===== config.mk =====
export PLATFORM = sky130hd
export DESIGN_NAME = detection_dedup_distance_sorter_unit_flat
export DESIGN_NICKNAME = d
export VERILOG_FILES = /design/src/rtl/ddsort_pkg.sv /design/src/rtl/ddsort_in_if.sv /design/src/rtl/ddsort_out_if.sv /design/src/rtl/detection_dedup_distance_sorter_unit.sv /design/src/flat_wrapper.sv
export SDC_FILE = /design/constraint.sdc
export NUM_CORES = 1
export LEC_CHECK = 0
export BUFFER_PORTS_ARGS = -buffer_cell sky130_fd_sc_hd__buf_4
export CAP_MARGIN = 10
export CORE_MARGIN = 5
export CORE_UTILIZATION = 65
export CTS_BUF_LIST = sky130_fd_sc_hd__clkbuf_8 sky130_fd_sc_hd__clkbuf_16
export CTS_CLUSTER_DIAMETER = 80
export CTS_CLUSTER_SIZE = 16
export DETAILED_ROUTE_END_ITERATION = 8
export PLACE_DENSITY = 0.84
export SETUP_SLACK_MARGIN = 0.4
export SLEW_MARGIN = 20
export SYNTH_ARGS = -nofsm -noshare
export SYNTH_HDL_FRONTEND = slang
export SYNTH_SLANG_ARGS = --single-unit

===== constraint.sdc =====
create_clock -name clk -period 9.6 [get_ports clk]
set_input_delay 0.48 -clock clk [delete_from_list [all_inputs] [get_ports clk]]
set_output_delay 0.48 -clock clk [all_outputs]
set_load 0.02 [all_outputs]

===== src/rtl/ddsort_pkg.sv =====
`timescale 1ns / 1ps

package ddsort_pkg;

    localparam int TABLE_DEPTH = 16;
    localparam int IDX_W       = $clog2(TABLE_DEPTH);
    localparam int CNT_W       = $clog2(TABLE_DEPTH + 1);
    localparam int TOL_W       = 10;
    localparam int CLASS_W     = 8;
    localparam int DIST_W      = 16;
    localparam int POS_W       = 16;

    localparam logic [TOL_W-1:0] TOL_RESET = TOL_W'(200);

    // request kinds
    localparam logic KIND_DETECT = 1'b0;
    localparam logic KIND_FINISH = 1'b1;

    typedef struct packed {
        logic [CLASS_W-1:0]       class_id;
        logic [DIST_W-1:0]        distance_mm;
        logic signed [POS_W-1:0]  pos_x_mm;
        logic signed [POS_W-1:0]  pos_y_mm;
    } entry_t;

    typedef enum logic [2:0] {
        ST_IDLE,
        ST_DUP_SCAN,
        ST_DET_RES,
        ST_SEL_SCAN,
        ST_EMIT
    } state_t;

endpackage


===== src/rtl/ddsort_in_if.sv =====
`timescale 1ns / 1ps

interface ddsort_in_if;
    import ddsort_pkg::*;

    logic                     valid;
    logic                     ready;
    logic                     kind;
    logic [CLASS_W-1:0]       class_id;
    logic [DIST_W-1:0]        distance_mm;
    logic signed [POS_W-1:0]  pos_x_mm;
    logic signed [POS_W-1:0]  pos_y_mm;

    modport source (
        output valid, kind, class_id, distance_mm, pos_x_mm, pos_y_mm,
        input  ready
    );

    modport sink (
        input  valid, kind, class_id, distance_mm, pos_x_mm, pos_y_mm,
        output ready
    );

endinterface


===== src/rtl/ddsort_out_if.sv =====
`timescale 1ns / 1ps

interface ddsort_out_if;
    import ddsort_pkg::*;

    logic                     valid;
    logic                     ready;
    logic                     stored;
    logic                     table_full;
    logic                     entry_valid;
    logic [CLASS_W-1:0]       out_class_id;
    logic [DIST_W-1:0]        out_distance_mm;
    logic signed [POS_W-1:0]  out_x_mm;
    logic signed [POS_W-1:0]  out_y_mm;
    logic                     last;

    modport source (
        output valid, stored, table_full, entry_valid, out_class_id,
               out_distance_mm, out_x_mm, out_y_mm, last,
        input  ready
    );

    modport sink (
        input  valid, stored, table_full, entry_valid, out_class_id,
               out_distance_mm, out_x_mm, out_y_mm, last,
        output ready
    );

endinterface


===== src/rtl/detection_dedup_distance_sorter_unit.sv =====
// detection request: result follows a duplicate scan over all n stored entries (0..16),
//   an empty table skips the compare, and a finish on an empty table goes straight to the result
// finish request: one selection scan over the table per emitted entry,
//   paced by the single read port of the entry memory, one entry compared per cycle
// one request at a time; a new request is taken while the previous result waits
// reset: asynchronous active low, table empty, tolerance 200 mm, entry memory not cleared
`timescale 1ns / 1ps

module detection_dedup_distance_sorter_unit (
    input  logic                           clk,
    input  logic                           rst_n,
    input  logic                           cfg_wr_en,
    input  logic [ddsort_pkg::TOL_W-1:0]   cfg_wr_data,
    ddsort_in_if.sink                      det_in,
    ddsort_out_if.source                   res_out
);
    import ddsort_pkg::*;

    // sequencer and table bookkeeping
    state_t              state_reg, state_next;
    logic [TOL_W-1:0]    tol_reg;
    logic [CNT_W-1:0]    count_reg, count_next;

    // entry memory, one write and one registered read port
    entry_t              mem [TABLE_DEPTH];
    entry_t              rd_data_reg;
    logic [IDX_W-1:0]    rd_addr;
    logic                mem_we;

    // request held for the whole scan
    entry_t              new_reg, new_next;

    // scan pipeline: address issue, then compare on returned data
    logic [CNT_W-1:0]    scan_idx_reg, scan_idx_next;
    logic                pend_reg, pend_next;
    logic [IDX_W-1:0]    pend_idx_reg, pend_idx_next;
    logic                issue;
    logic                scan_done;

    // duplicate search
    logic                hit_reg, hit_next;
    logic [DIST_W-1:0]   diff;
    logic                match;

    // minimum selection for readout
    logic                best_found_reg, best_found_next;
    logic [IDX_W-1:0]    best_idx_reg, best_idx_next;
    entry_t              best_entry_reg, best_entry_next;
    logic [TABLE_DEPTH-1:0] done_mask_reg, done_mask_next;
    logic [CNT_W-1:0]    emit_cnt_reg, emit_cnt_next;
    logic                emit_last;
    logic                cand;

    // output register
    logic                ov_reg, ov_next;
    logic                o_stored_reg, o_stored_next;
    logic                o_full_reg, o_full_next;
    logic                o_valid_reg, o_valid_next;
    entry_t              o_entry_reg, o_entry_next;
    logic                o_last_reg, o_last_next;
    logic                slot_free;
    logic                det_accept;

    assign det_in.ready = (state_reg == ST_IDLE);
    assign det_accept   = det_in.valid && det_in.ready;
    assign slot_free    = !ov_reg || res_out.ready;

    assign res_out.valid           = ov_reg;
    assign res_out.stored          = o_stored_reg;
    assign res_out.table_full      = o_full_reg;
    assign res_out.entry_valid     = o_valid_reg;
    assign res_out.out_class_id    = o_entry_reg.class_id;
    assign res_out.out_distance_mm = o_entry_reg.distance_mm;
    assign res_out.out_x_mm        = o_entry_reg.pos_x_mm;
    assign res_out.out_y_mm        = o_entry_reg.pos_y_mm;
    assign res_out.last            = o_last_reg;

    // shared scan unit: one read issued per cycle while entries remain
    assign issue     = ((state_reg == ST_DUP_SCAN) || (state_reg == ST_SEL_SCAN))
                       && (scan_idx_reg < count_reg);
    assign rd_addr   = scan_idx_reg[IDX_W-1:0];
    assign scan_done = !issue && !pend_reg;

    // absolute distance difference against the held detection
    assign diff  = (rd_data_reg.distance_mm >= new_reg.distance_mm)
                   ? (rd_data_reg.distance_mm - new_reg.distance_mm)
                   : (new_reg.distance_mm - rd_data_reg.distance_mm);
    assign match = (rd_data_reg.class_id == new_reg.class_id)
                   && (diff <= {{(DIST_W-TOL_W){1'b0}}, tol_reg});

    // strict less-than keeps equal distances in insertion order
    assign cand  = !done_mask_reg[pend_idx_reg]
                   && (!best_found_reg || (rd_data_reg.distance_mm < best_entry_reg.distance_mm));

    assign emit_last = ((emit_cnt_reg + CNT_W'(1)) == count_reg);

    always_comb
    begin
        state_next      = state_reg;
        count_next      = count_reg;
        new_next        = new_reg;
        scan_idx_next   = scan_idx_reg;
        pend_next       = issue;
        pend_idx_next   = rd_addr;
        hit_next        = hit_reg;
        best_found_next = best_found_reg;
        best_idx_next   = best_idx_reg;
        best_entry_next = best_entry_reg;
        done_mask_next  = done_mask_reg;
        emit_cnt_next   = emit_cnt_reg;
        mem_we          = 1'b0;
        ov_next         = ov_reg && !res_out.ready;
        o_stored_next   = o_stored_reg;
        o_full_next     = o_full_reg;
        o_valid_next    = o_valid_reg;
        o_entry_next    = o_entry_reg;
        o_last_next     = o_last_reg;

        if (issue)
        begin
            scan_idx_next = scan_idx_reg + CNT_W'(1);
        end

        case (state_reg)
            ST_IDLE:
            begin
                if (det_accept)
                begin
                    new_next.class_id    = det_in.class_id;
                    new_next.distance_mm = det_in.distance_mm;
                    new_next.pos_x_mm    = det_in.pos_x_mm;
                    new_next.pos_y_mm    = det_in.pos_y_mm;
                    scan_idx_next        = '0;
                    if (det_in.kind == KIND_DETECT)
                    begin
                        hit_next   = 1'b0;
                        state_next = ST_DUP_SCAN;
                    end
                    else if (count_reg == '0)
                    begin
                        // empty finish answers like a duplicate: all zero, last set
                        hit_next   = 1'b1;
                        state_next = ST_DET_RES;
                    end
                    else
                    begin
                        done_mask_next  = '0;
                        emit_cnt_next   = '0;
                        best_found_next = 1'b0;
                        state_next      = ST_SEL_SCAN;
                    end
                end
            end

            ST_DUP_SCAN:
            begin
                if (pend_reg && match)
                begin
                    hit_next = 1'b1;
                end
                if (scan_done)
                begin
                    state_next = ST_DET_RES;
                end
            end

            ST_DET_RES:
            begin
                if (slot_free)
                begin
                    ov_next       = 1'b1;
                    o_stored_next = !hit_reg && (count_reg < CNT_W'(TABLE_DEPTH));
                    o_full_next   = !hit_reg && (count_reg >= CNT_W'(TABLE_DEPTH));
                    o_valid_next  = 1'b0;
                    o_entry_next  = '0;
                    o_last_next   = 1'b1;
                    if (!hit_reg && (count_reg < CNT_W'(TABLE_DEPTH)))
                    begin
                        mem_we     = 1'b1;
                        count_next = count_reg + CNT_W'(1);
                    end
                    state_next = ST_IDLE;
                end
            end

            ST_SEL_SCAN:
            begin
                if (pend_reg && cand)
                begin
                    best_found_next = 1'b1;
                    best_idx_next   = pend_idx_reg;
                    best_entry_next = rd_data_reg;
                end
                if (scan_done)
                begin
                    state_next = ST_EMIT;
                end
            end

            ST_EMIT:
            begin
                if (slot_free)
                begin
                    ov_next                      = 1'b1;
                    o_stored_next                = 1'b0;
                    o_full_next                  = 1'b0;
                    o_valid_next                 = 1'b1;
                    o_entry_next                 = best_entry_reg;
                    o_last_next                  = emit_last;
                    done_mask_next[best_idx_reg] = 1'b1;
                    emit_cnt_next                = emit_cnt_reg + CNT_W'(1);
                    if (emit_last)
                    begin
                        count_next = '0;
                        state_next = ST_IDLE;
                    end
                    else
                    begin
                        scan_idx_next   = '0;
                        best_found_next = 1'b0;
                        state_next      = ST_SEL_SCAN;
                    end
                end
            end

            default:
            begin
                state_next = ST_IDLE;
            end
        endcase
    end

    always_ff @(posedge clk or negedge rst_n)
    begin
        if (!rst_n)
        begin
            state_reg      <= ST_IDLE;
            tol_reg        <= TOL_RESET;
            count_reg      <= '0;
            scan_idx_reg   <= '0;
            pend_reg       <= 1'b0;
            hit_reg        <= 1'b0;
            best_found_reg <= 1'b0;
            done_mask_reg  <= '0;
            emit_cnt_reg   <= '0;
            ov_reg         <= 1'b0;
        end
        else
        begin
            state_reg      <= state_next;
            if (cfg_wr_en)
            begin
                tol_reg <= cfg_wr_data;
            end
            count_reg      <= count_next;
            scan_idx_reg   <= scan_idx_next;
            pend_reg       <= pend_next;
            hit_reg        <= hit_next;
            best_found_reg <= best_found_next;
            done_mask_reg  <= done_mask_next;
            emit_cnt_reg   <= emit_cnt_next;
            ov_reg         <= ov_next;
        end
    end

    // payload registers, no reset
    always_ff @(posedge clk)
    begin
        new_reg        <= new_next;
        pend_idx_reg   <= pend_idx_next;
        best_idx_reg   <= best_idx_next;
        best_entry_reg <= best_entry_next;
        o_stored_reg   <= o_stored_next;
        o_full_reg     <= o_full_next;
        o_valid_reg    <= o_valid_next;
        o_entry_reg    <= o_entry_next;
        o_last_reg     <= o_last_next;
    end

    // entry memory: append at the fill count, read data registered
    always_ff @(posedge clk)
    begin
        if (mem_we)
        begin
            mem[count_reg[IDX_W-1:0]] <= new_reg;
        end
        rd_data_reg <= mem[rd_addr];
    end

    // returned read data always belongs to a filled entry
    a_pend_in_table: assert property (@(posedge clk) disable iff (!rst_n)
        pend_reg |-> (pend_idx_reg < count_reg))
        else $error("scan compared an entry beyond the fill count");

    // a stored result grows the table by exactly one
    a_store_grows: assert property (@(posedge clk) disable iff (!rst_n)
        (state_reg == ST_DET_RES && slot_free && o_stored_next)
        |=> (count_reg == $past(count_reg) + CNT_W'(1)))
        else $error("stored result without table growth");

    // every selection pass over a nonempty table finds an entry
    a_sel_found: assert property (@(posedge clk) disable iff (!rst_n)
        (state_reg == ST_SEL_SCAN && scan_done) |-> best_found_reg)
        else $error("selection pass ended without a candidate");

    // the final emitted entry empties the table and frees the block
    a_last_clears: assert property (@(posedge clk) disable iff (!rst_n)
        (state_reg == ST_EMIT && slot_free && emit_last)
        |=> (count_reg == '0 && state_reg == ST_IDLE && ov_reg && o_last_reg))
        else $error("last emitted entry did not clear the table");

    // no entry is emitted twice within one readout
    a_no_repeat: assert property (@(posedge clk) disable iff (!rst_n)
        (state_reg == ST_EMIT) |-> !done_mask_reg[best_idx_reg])
        else $error("entry selected a second time");

endmodule

===== src/flat_wrapper.sv =====
// flat-port wrapper written by rule: the top's interface ports become plain ports
module detection_dedup_distance_sorter_unit_flat import ddsort_pkg::*;
  (clk, rst_n, cfg_wr_en, cfg_wr_data, det_in_valid, det_in_kind, det_in_class_id, det_in_distance_mm, det_in_pos_x_mm, det_in_pos_y_mm, det_in_ready, res_out_valid, res_out_stored, res_out_table_full, res_out_entry_valid, res_out_out_class_id, res_out_out_distance_mm, res_out_out_x_mm, res_out_out_y_mm, res_out_last, res_out_ready);
  ddsort_in_if det_in_i ();
  ddsort_out_if res_out_i ();
  input  logic clk;
  input  logic rst_n;
  input  logic cfg_wr_en;
  input  logic [ddsort_pkg::TOL_W-1:0] cfg_wr_data;
  input wire logic [$bits(det_in_i.valid)-1:0] det_in_valid;
  input wire logic [$bits(det_in_i.kind)-1:0] det_in_kind;
  input wire logic [$bits(det_in_i.class_id)-1:0] det_in_class_id;
  input wire logic [$bits(det_in_i.distance_mm)-1:0] det_in_distance_mm;
  input wire logic [$bits(det_in_i.pos_x_mm)-1:0] det_in_pos_x_mm;
  input wire logic [$bits(det_in_i.pos_y_mm)-1:0] det_in_pos_y_mm;
  output wire logic [$bits(det_in_i.ready)-1:0] det_in_ready;
  output wire logic [$bits(res_out_i.valid)-1:0] res_out_valid;
  output wire logic [$bits(res_out_i.stored)-1:0] res_out_stored;
  output wire logic [$bits(res_out_i.table_full)-1:0] res_out_table_full;
  output wire logic [$bits(res_out_i.entry_valid)-1:0] res_out_entry_valid;
  output wire logic [$bits(res_out_i.out_class_id)-1:0] res_out_out_class_id;
  output wire logic [$bits(res_out_i.out_distance_mm)-1:0] res_out_out_distance_mm;
  output wire logic [$bits(res_out_i.out_x_mm)-1:0] res_out_out_x_mm;
  output wire logic [$bits(res_out_i.out_y_mm)-1:0] res_out_out_y_mm;
  output wire logic [$bits(res_out_i.last)-1:0] res_out_last;
  input wire logic [$bits(res_out_i.ready)-1:0] res_out_ready;
  assign det_in_i.valid = det_in_valid;
  assign det_in_i.kind = det_in_kind;
  assign det_in_i.class_id = det_in_class_id;
  assign det_in_i.distance_mm = det_in_distance_mm;
  assign det_in_i.pos_x_mm = det_in_pos_x_mm;
  assign det_in_i.pos_y_mm = det_in_pos_y_mm;
  assign det_in_ready = det_in_i.ready;
  assign res_out_valid = res_out_i.valid;
  assign res_out_stored = res_out_i.stored;
  assign res_out_table_full = res_out_i.table_full;
  assign res_out_entry_valid = res_out_i.entry_valid;
  assign res_out_out_class_id = res_out_i.out_class_id;
  assign res_out_out_distance_mm = res_out_i.out_distance_mm;
  assign res_out_out_x_mm = res_out_i.out_x_mm;
  assign res_out_out_y_mm = res_out_i.out_y_mm;
  assign res_out_last = res_out_i.last;
  assign res_out_i.ready = res_out_ready;
  detection_dedup_distance_sorter_unit u_core (.clk(clk), .rst_n(rst_n), .cfg_wr_en(cfg_wr_en), .cfg_wr_data(cfg_wr_data), .det_in(det_in_i), .res_out(res_out_i));
endmodule

==> summary.json <==
{
  "status": {"value": "finished, final reports clean"},
  "synth_seq_cells": {"value": 1180},
  "hold-path-cell-count": {"value": 1},
  "largest_register_ff_count": {"value": 896},
  "cts_setup_buffers": {"value": 0},
  "global_route.usage.total": {"value": 29.0, "unit": "%"},
  "cp.required": {"value": 10140, "unit": "ps"},
  "rsz_0062_raised_after_global_routing": {"value": "no"},
  "ys_top_cells_by_area": {"value": "sky130_fd_sc_hd__edfxtp_1, sky130_fd_sc_hd__mux4_2, sky130_fd_sc_hd__dfxtp_1"},
  "critical_path.reg2reg.startpoint": {"value": "u_core.new_reg[32]$_DFFE_PP_"},
  "worst_setup_hold_path_clk_slew": {"value": 70, "unit": "ps"},
  "hold_end": {"value": "u_core.new_reg[50]$_DFFE_PP_"},
  "synth_fp_nets": {"value": 2292},
  "hold_viol": {"value": 0},
  "period_share": {"value": 57.4, "unit": "%"},
  "critical_path.startpoint_type": {"value": "flip-flop"},
  "cell_chain_of_the_critical_path": {"value": "ha_1 > inv_1 > fa_1 > a21o_1 > a21oi_2 > a221o_1 > nand3_2 > a21o_1 > o21ai_0 > o21ai_0 > a221oi_1 > xnor2_1 > ha_1 > a21o_1 > a21o_1 > a21oi_1 > o21ai_0 > a211oi_1 > o2111a_1 > nand4_1 > o31ai_2 > mux2_1"},
  "vias_per_cell": {"value": 6.71},
  "numCtsBuffers": {"value": 84},
  "cts.root.buffer_cell": {"value": "sky130_fd_sc_hd__clkbuf_16"},
  "cts.repair.resized": {"value": 0},
  "timing.fmax": {"value": 0.181, "unit": "GHz"},
  "drt-pass1-iter-count": {"value": 6},
  "finalClockSkew": {"value": 30.1, "unit": "ps"},
  "clockBufferDepth": {"value": 3},
  "yosysWarningCount": {"value": 0},
  "floorplan_die_area": {"value": 74800, "unit": "um^2"},
  "grt_antenna_before_repair": {"value": 4},
  "multi_input_logic_area": {"value": 10100, "unit": "um^2"},
  "cap_viol_max_count": {"value": 0},
  "die_outline_width": {"value": 274, "unit": "um"},
  "top_fanout_value_on_the_critical_path": {"value": 18},
  "fin_crit": {"value": 5510, "unit": "ps"},
  "cpPeakStageDelay": {"value": 700, "unit": "ps"},
  "hold_path_class": {"value": "in2reg"},
  "final_max_slew_viol_count": {"value": 0},
  "synthTopCellsByCount": {"value": "sky130_fd_sc_hd__edfxtp_1, sky130_fd_sc_hd__mux4_2, sky130_fd_sc_hd__nor2_1, sky130_fd_sc_hd__clkbuf_1, sky130_fd_sc_hd__ha_1"},
  "timing.rr.end": {"value": "u_core.hit_reg$_DFFE_PN0P_"},
  "fp-row-count": {"value": 96},
  "i_o_buffers": {"value": 133},
  "place.detailed.hpwl": {"value": 54200, "unit": "um"},
  "clock_latency": {"value": 670, "unit": "ps"},
  "height_of_the_die": {"value": 274, "unit": "um"},
  "ff2ff_path_depth": {"value": 22},
  "timing.hold.worst.start": {"value": "det_in_class_id[2]"},
  "worstSetupPathType": {"value": "reg2reg"},
  "setup_viol": {"value": 0},
  "postPlaceCellArea": {"value": 47400, "unit": "um^2"},
  "syn-mean-instance-area": {"value": 21.0, "unit": "um^2"},
  "globalRoute.totalOverflow": {"value": 0},
  "synth_area_leader": {"value": "sky130_fd_sc_hd__edfxtp_1"},
  "postSynth.topFlopCell": {"value": "sky130_fd_sc_hd__edfxtp_1"},
  "detail_route.iter0.violations": {"value": 3428},
  "ys_async_sr_fraction": {"value": 4.07, "unit": "%"},
  "timing.critical_path.slowest_stage_cell": {"value": "sky130_fd_sc_hd__edfxtp_1"},
  "cellLeakagePower": {"value": 17.0, "unit": "nW"},
  "least_margin_pin_slew": {"value": 1110, "unit": "ps"},
  "number_of_enable_flip_flop_cells_after_synthesis": {"value": 1072},
  "power-per-cell-area": {"value": 265, "unit": "nW/um^2"},
  "avgRoutedWirePerCell": {"value": 31.7, "unit": "um"},
  "peak_supply_drop": {"value": 0.186, "unit": "mV"},
  "yosysUniqueCellTypes": {"value": 58},
  "critPathArrivalTime": {"value": 6050, "unit": "ps"},
  "vias_in_the_first_global_route": {"value": 23300},
  "floorplan.io_pins": {"value": 134},
  "synth_seq_area_share": {"value": 76.6, "unit": "%"},
  "wirelength_routed": {"value": 107000, "unit": "um"},
  "total_via_count_in_the_routed_design": {"value": 22600},
  "grt_pass1_wl": {"value": 156000, "unit": "um"},
  "ant_nets": {"value": 0},
  "hold_buffers": {"value": 48},
  "nets": {"value": 2505},
  "critical_path.endpoint_type": {"value": "flip-flop"},
  "initial_utilization": {"value": 65.7, "unit": "%"},
  "core_area": {"value": 68700, "unit": "um^2"},
  "area_delta_synth_final": {"value": 11.7, "unit": "%"},
  "final.fill_count": {"value": 3704},
  "yosysMostFrequentCell": {"value": "sky130_fd_sc_hd__edfxtp_1"},
  "total_standard_cell_area_after_synthesis": {"value": 45200, "unit": "um^2"},
  "ctsHtreeMaxLevel": {"value": 3},
  "maximum_number_of_pins_on_one_net_before_global_route_repair": {"value": 115},
  "post-synth-top-area-fraction": {"value": 71.3, "unit": "%"},
  "gp_routability_congestion": {"value": 0.932},
  "cell_mode_on_critical_path": {"value": "sky130_fd_sc_hd__a21o_1"},
  "syn-instance-count": {"value": 2152},
  "cts.sink_count": {"value": 1180},
  "r2r_slack": {"value": 4090, "unit": "ps"},
  "tritoncts": {"value": "yes"},
  "fraction_of_layout_cells_with_a_size_suffix_above_1": {"value": 24.4, "unit": "%"},
  "timing.slew.headroom": {"value": 26.3, "unit": "%"},
  "fin_tns_setup": {"value": 0, "unit": "ps"},
  "sequential_cell_area": {"value": 34600, "unit": "um^2"},
  "fin_area": {"value": 50400, "unit": "um^2"},
  "remaining_drc_errors": {"value": 0}
}
how the worst max path moves through the flow:
stage | startpoint | endpoint | slack (ps) | depth (start not counted)
after floorplan | u_core.state_reg[1]$_DFFE_PN0P_ | u_core.mem[3][0]$_DFFE_PP_ | 3850 | 6
after global placement | u_core.new_reg[33]$_DFFE_PP_ | u_core.hit_reg$_DFFE_PN0P_ | 4410 | 21
after detailed placement | u_core.new_reg[33]$_DFFE_PP_ | u_core.hit_reg$_DFFE_PN0P_ | 4210 | 20
after CTS | u_core.new_reg[33]$_DFFE_PP_ | u_core.hit_reg$_DFFE_PN0P_ | 4170 | 20
after global routing | u_core.new_reg[32]$_DFFE_PP_ | u_core.hit_reg$_DFFE_PN0P_ | 3710 | 22
final | u_core.new_reg[32]$_DFFE_PP_ | u_core.hit_reg$_DFFE_PN0P_ | 4090 | 22
through the flow:
stage                     std cells  setup slack [ps]  util, %  total power, mW  hold WS, ps
final                          3367              4090     73.4             13.4         31.2
after floorplan                2152              3850        -             9.05          184
after CTS                      3361              4170     73.3             13.4        0.424
after global placement         3160              4410     69.0             9.87          388
after detailed placement       3160              4210     69.0             10.0          390
after global routing           3364              3710     73.4             14.0         12.9
layout by cell type, fill, tap and decap left out, types with 5 or more instances in the layout:
cell / count
sky130_fd_sc_hd__edfxtp_1: 1072
sky130_fd_sc_hd__mux4_2: 285
sky130_fd_sc_hd__buf_4: 170
sky130_fd_sc_hd__inv_1: 123
sky130_fd_sc_hd__clkbuf_16: 86
sky130_fd_sc_hd__ha_1: 66
sky130_fd_sc_hd__nor2_1: 61
sky130_fd_sc_hd__dfxtp_1: 60
sky130_fd_sc_hd__nand2_1: 59
sky130_fd_sc_hd__a21oi_1: 49
sky130_fd_sc_hd__dlygate4sd3_1: 48
sky130_fd_sc_hd__and3_1: 43
sky130_fd_sc_hd__o21ai_0: 41
sky130_fd_sc_hd__dfrtp_1: 40
sky130_fd_sc_hd__a21o_1: 23
sky130_fd_sc_hd__xnor2_1: 16
sky130_fd_sc_hd__xor2_1: 15
sky130_fd_sc_hd__nor2_4: 13
sky130_fd_sc_hd__nor3_1: 12
sky130_fd_sc_hd__mux2i_1: 11
sky130_fd_sc_hd__nor2b_1: 11
sky130_fd_sc_hd__nand3_1: 11
sky130_fd_sc_hd__nand2b_1: 10
sky130_fd_sc_hd__nand4_1: 10
sky130_fd_sc_hd__a31oi_1: 7
sky130_fd_sc_hd__nor3_2: 6
sky130_fd_sc_hd__and2_1: 5
sky130_fd_sc_hd__a211oi_1: 5
layer usage:
metal	share of wire [%]	track usage (%)	up-vias	wire length, um
met5	0.028	0	-	30
met4	2.8	8.68	4	3010
met3	11	5.83	196	11400
met2	51	48.1	1576	54700
met1	35	40.0	11700	37600
li1	-	-	9139	-
final cells by class:
type                            count  share of cell area, %
Inverter                           66                  0.494
Multi-Input combinational cell    812                   20.0
Sequential cell                  1180                   68.6
Tap cell                          931                   2.31
Antenna cell                        4                 0.0198
Clock inverter                     67                  0.685
Clock buffer                       86                   4.27
Timing Repair Buffer              221                   3.63
cell families (layout without fill, tap and decap cells):
logic type,count (synthesis),in the layout,synth area share [%]
AND/OR/NAND/NOR,256,256,2.77
AO/OA/AOI/OAI,157,157,2.14
flip-flops,1180,1180,76.6
other,0,4,0
buffers and inverters,160,440,1.39
adder cells (fa/ha/maj),68,68,1.92
multiplexers,300,300,14.6
XOR/XNOR,31,31,0.601
worst max-delay path, delay by kind of cell (launching register included):
| family | cells | cell delay, ps |
|---|---|---|
| AOI/OAI and AO/OA | 14 | 2970 |
| adders and majority gates | 3 | 950 |
| DFF | 1 | 700 |
| muxes | 1 | 340 |
| and+or+nand+nor | 2 | 230 |
| xor gates and xnor gates | 1 | 170 |
| buffers and inverters | 1 | 70 |
where the power goes:
group | switching, mW | total, mW | internal, mW
logic | 1.73 | 3.30 | 1.57
clock network | 1.70 | 3.34 | 1.64
registers | 0.497 | 6.73 | 6.23
total | 3.93 | 13.4 | 9.44
(Power assumes the default switching activity.)
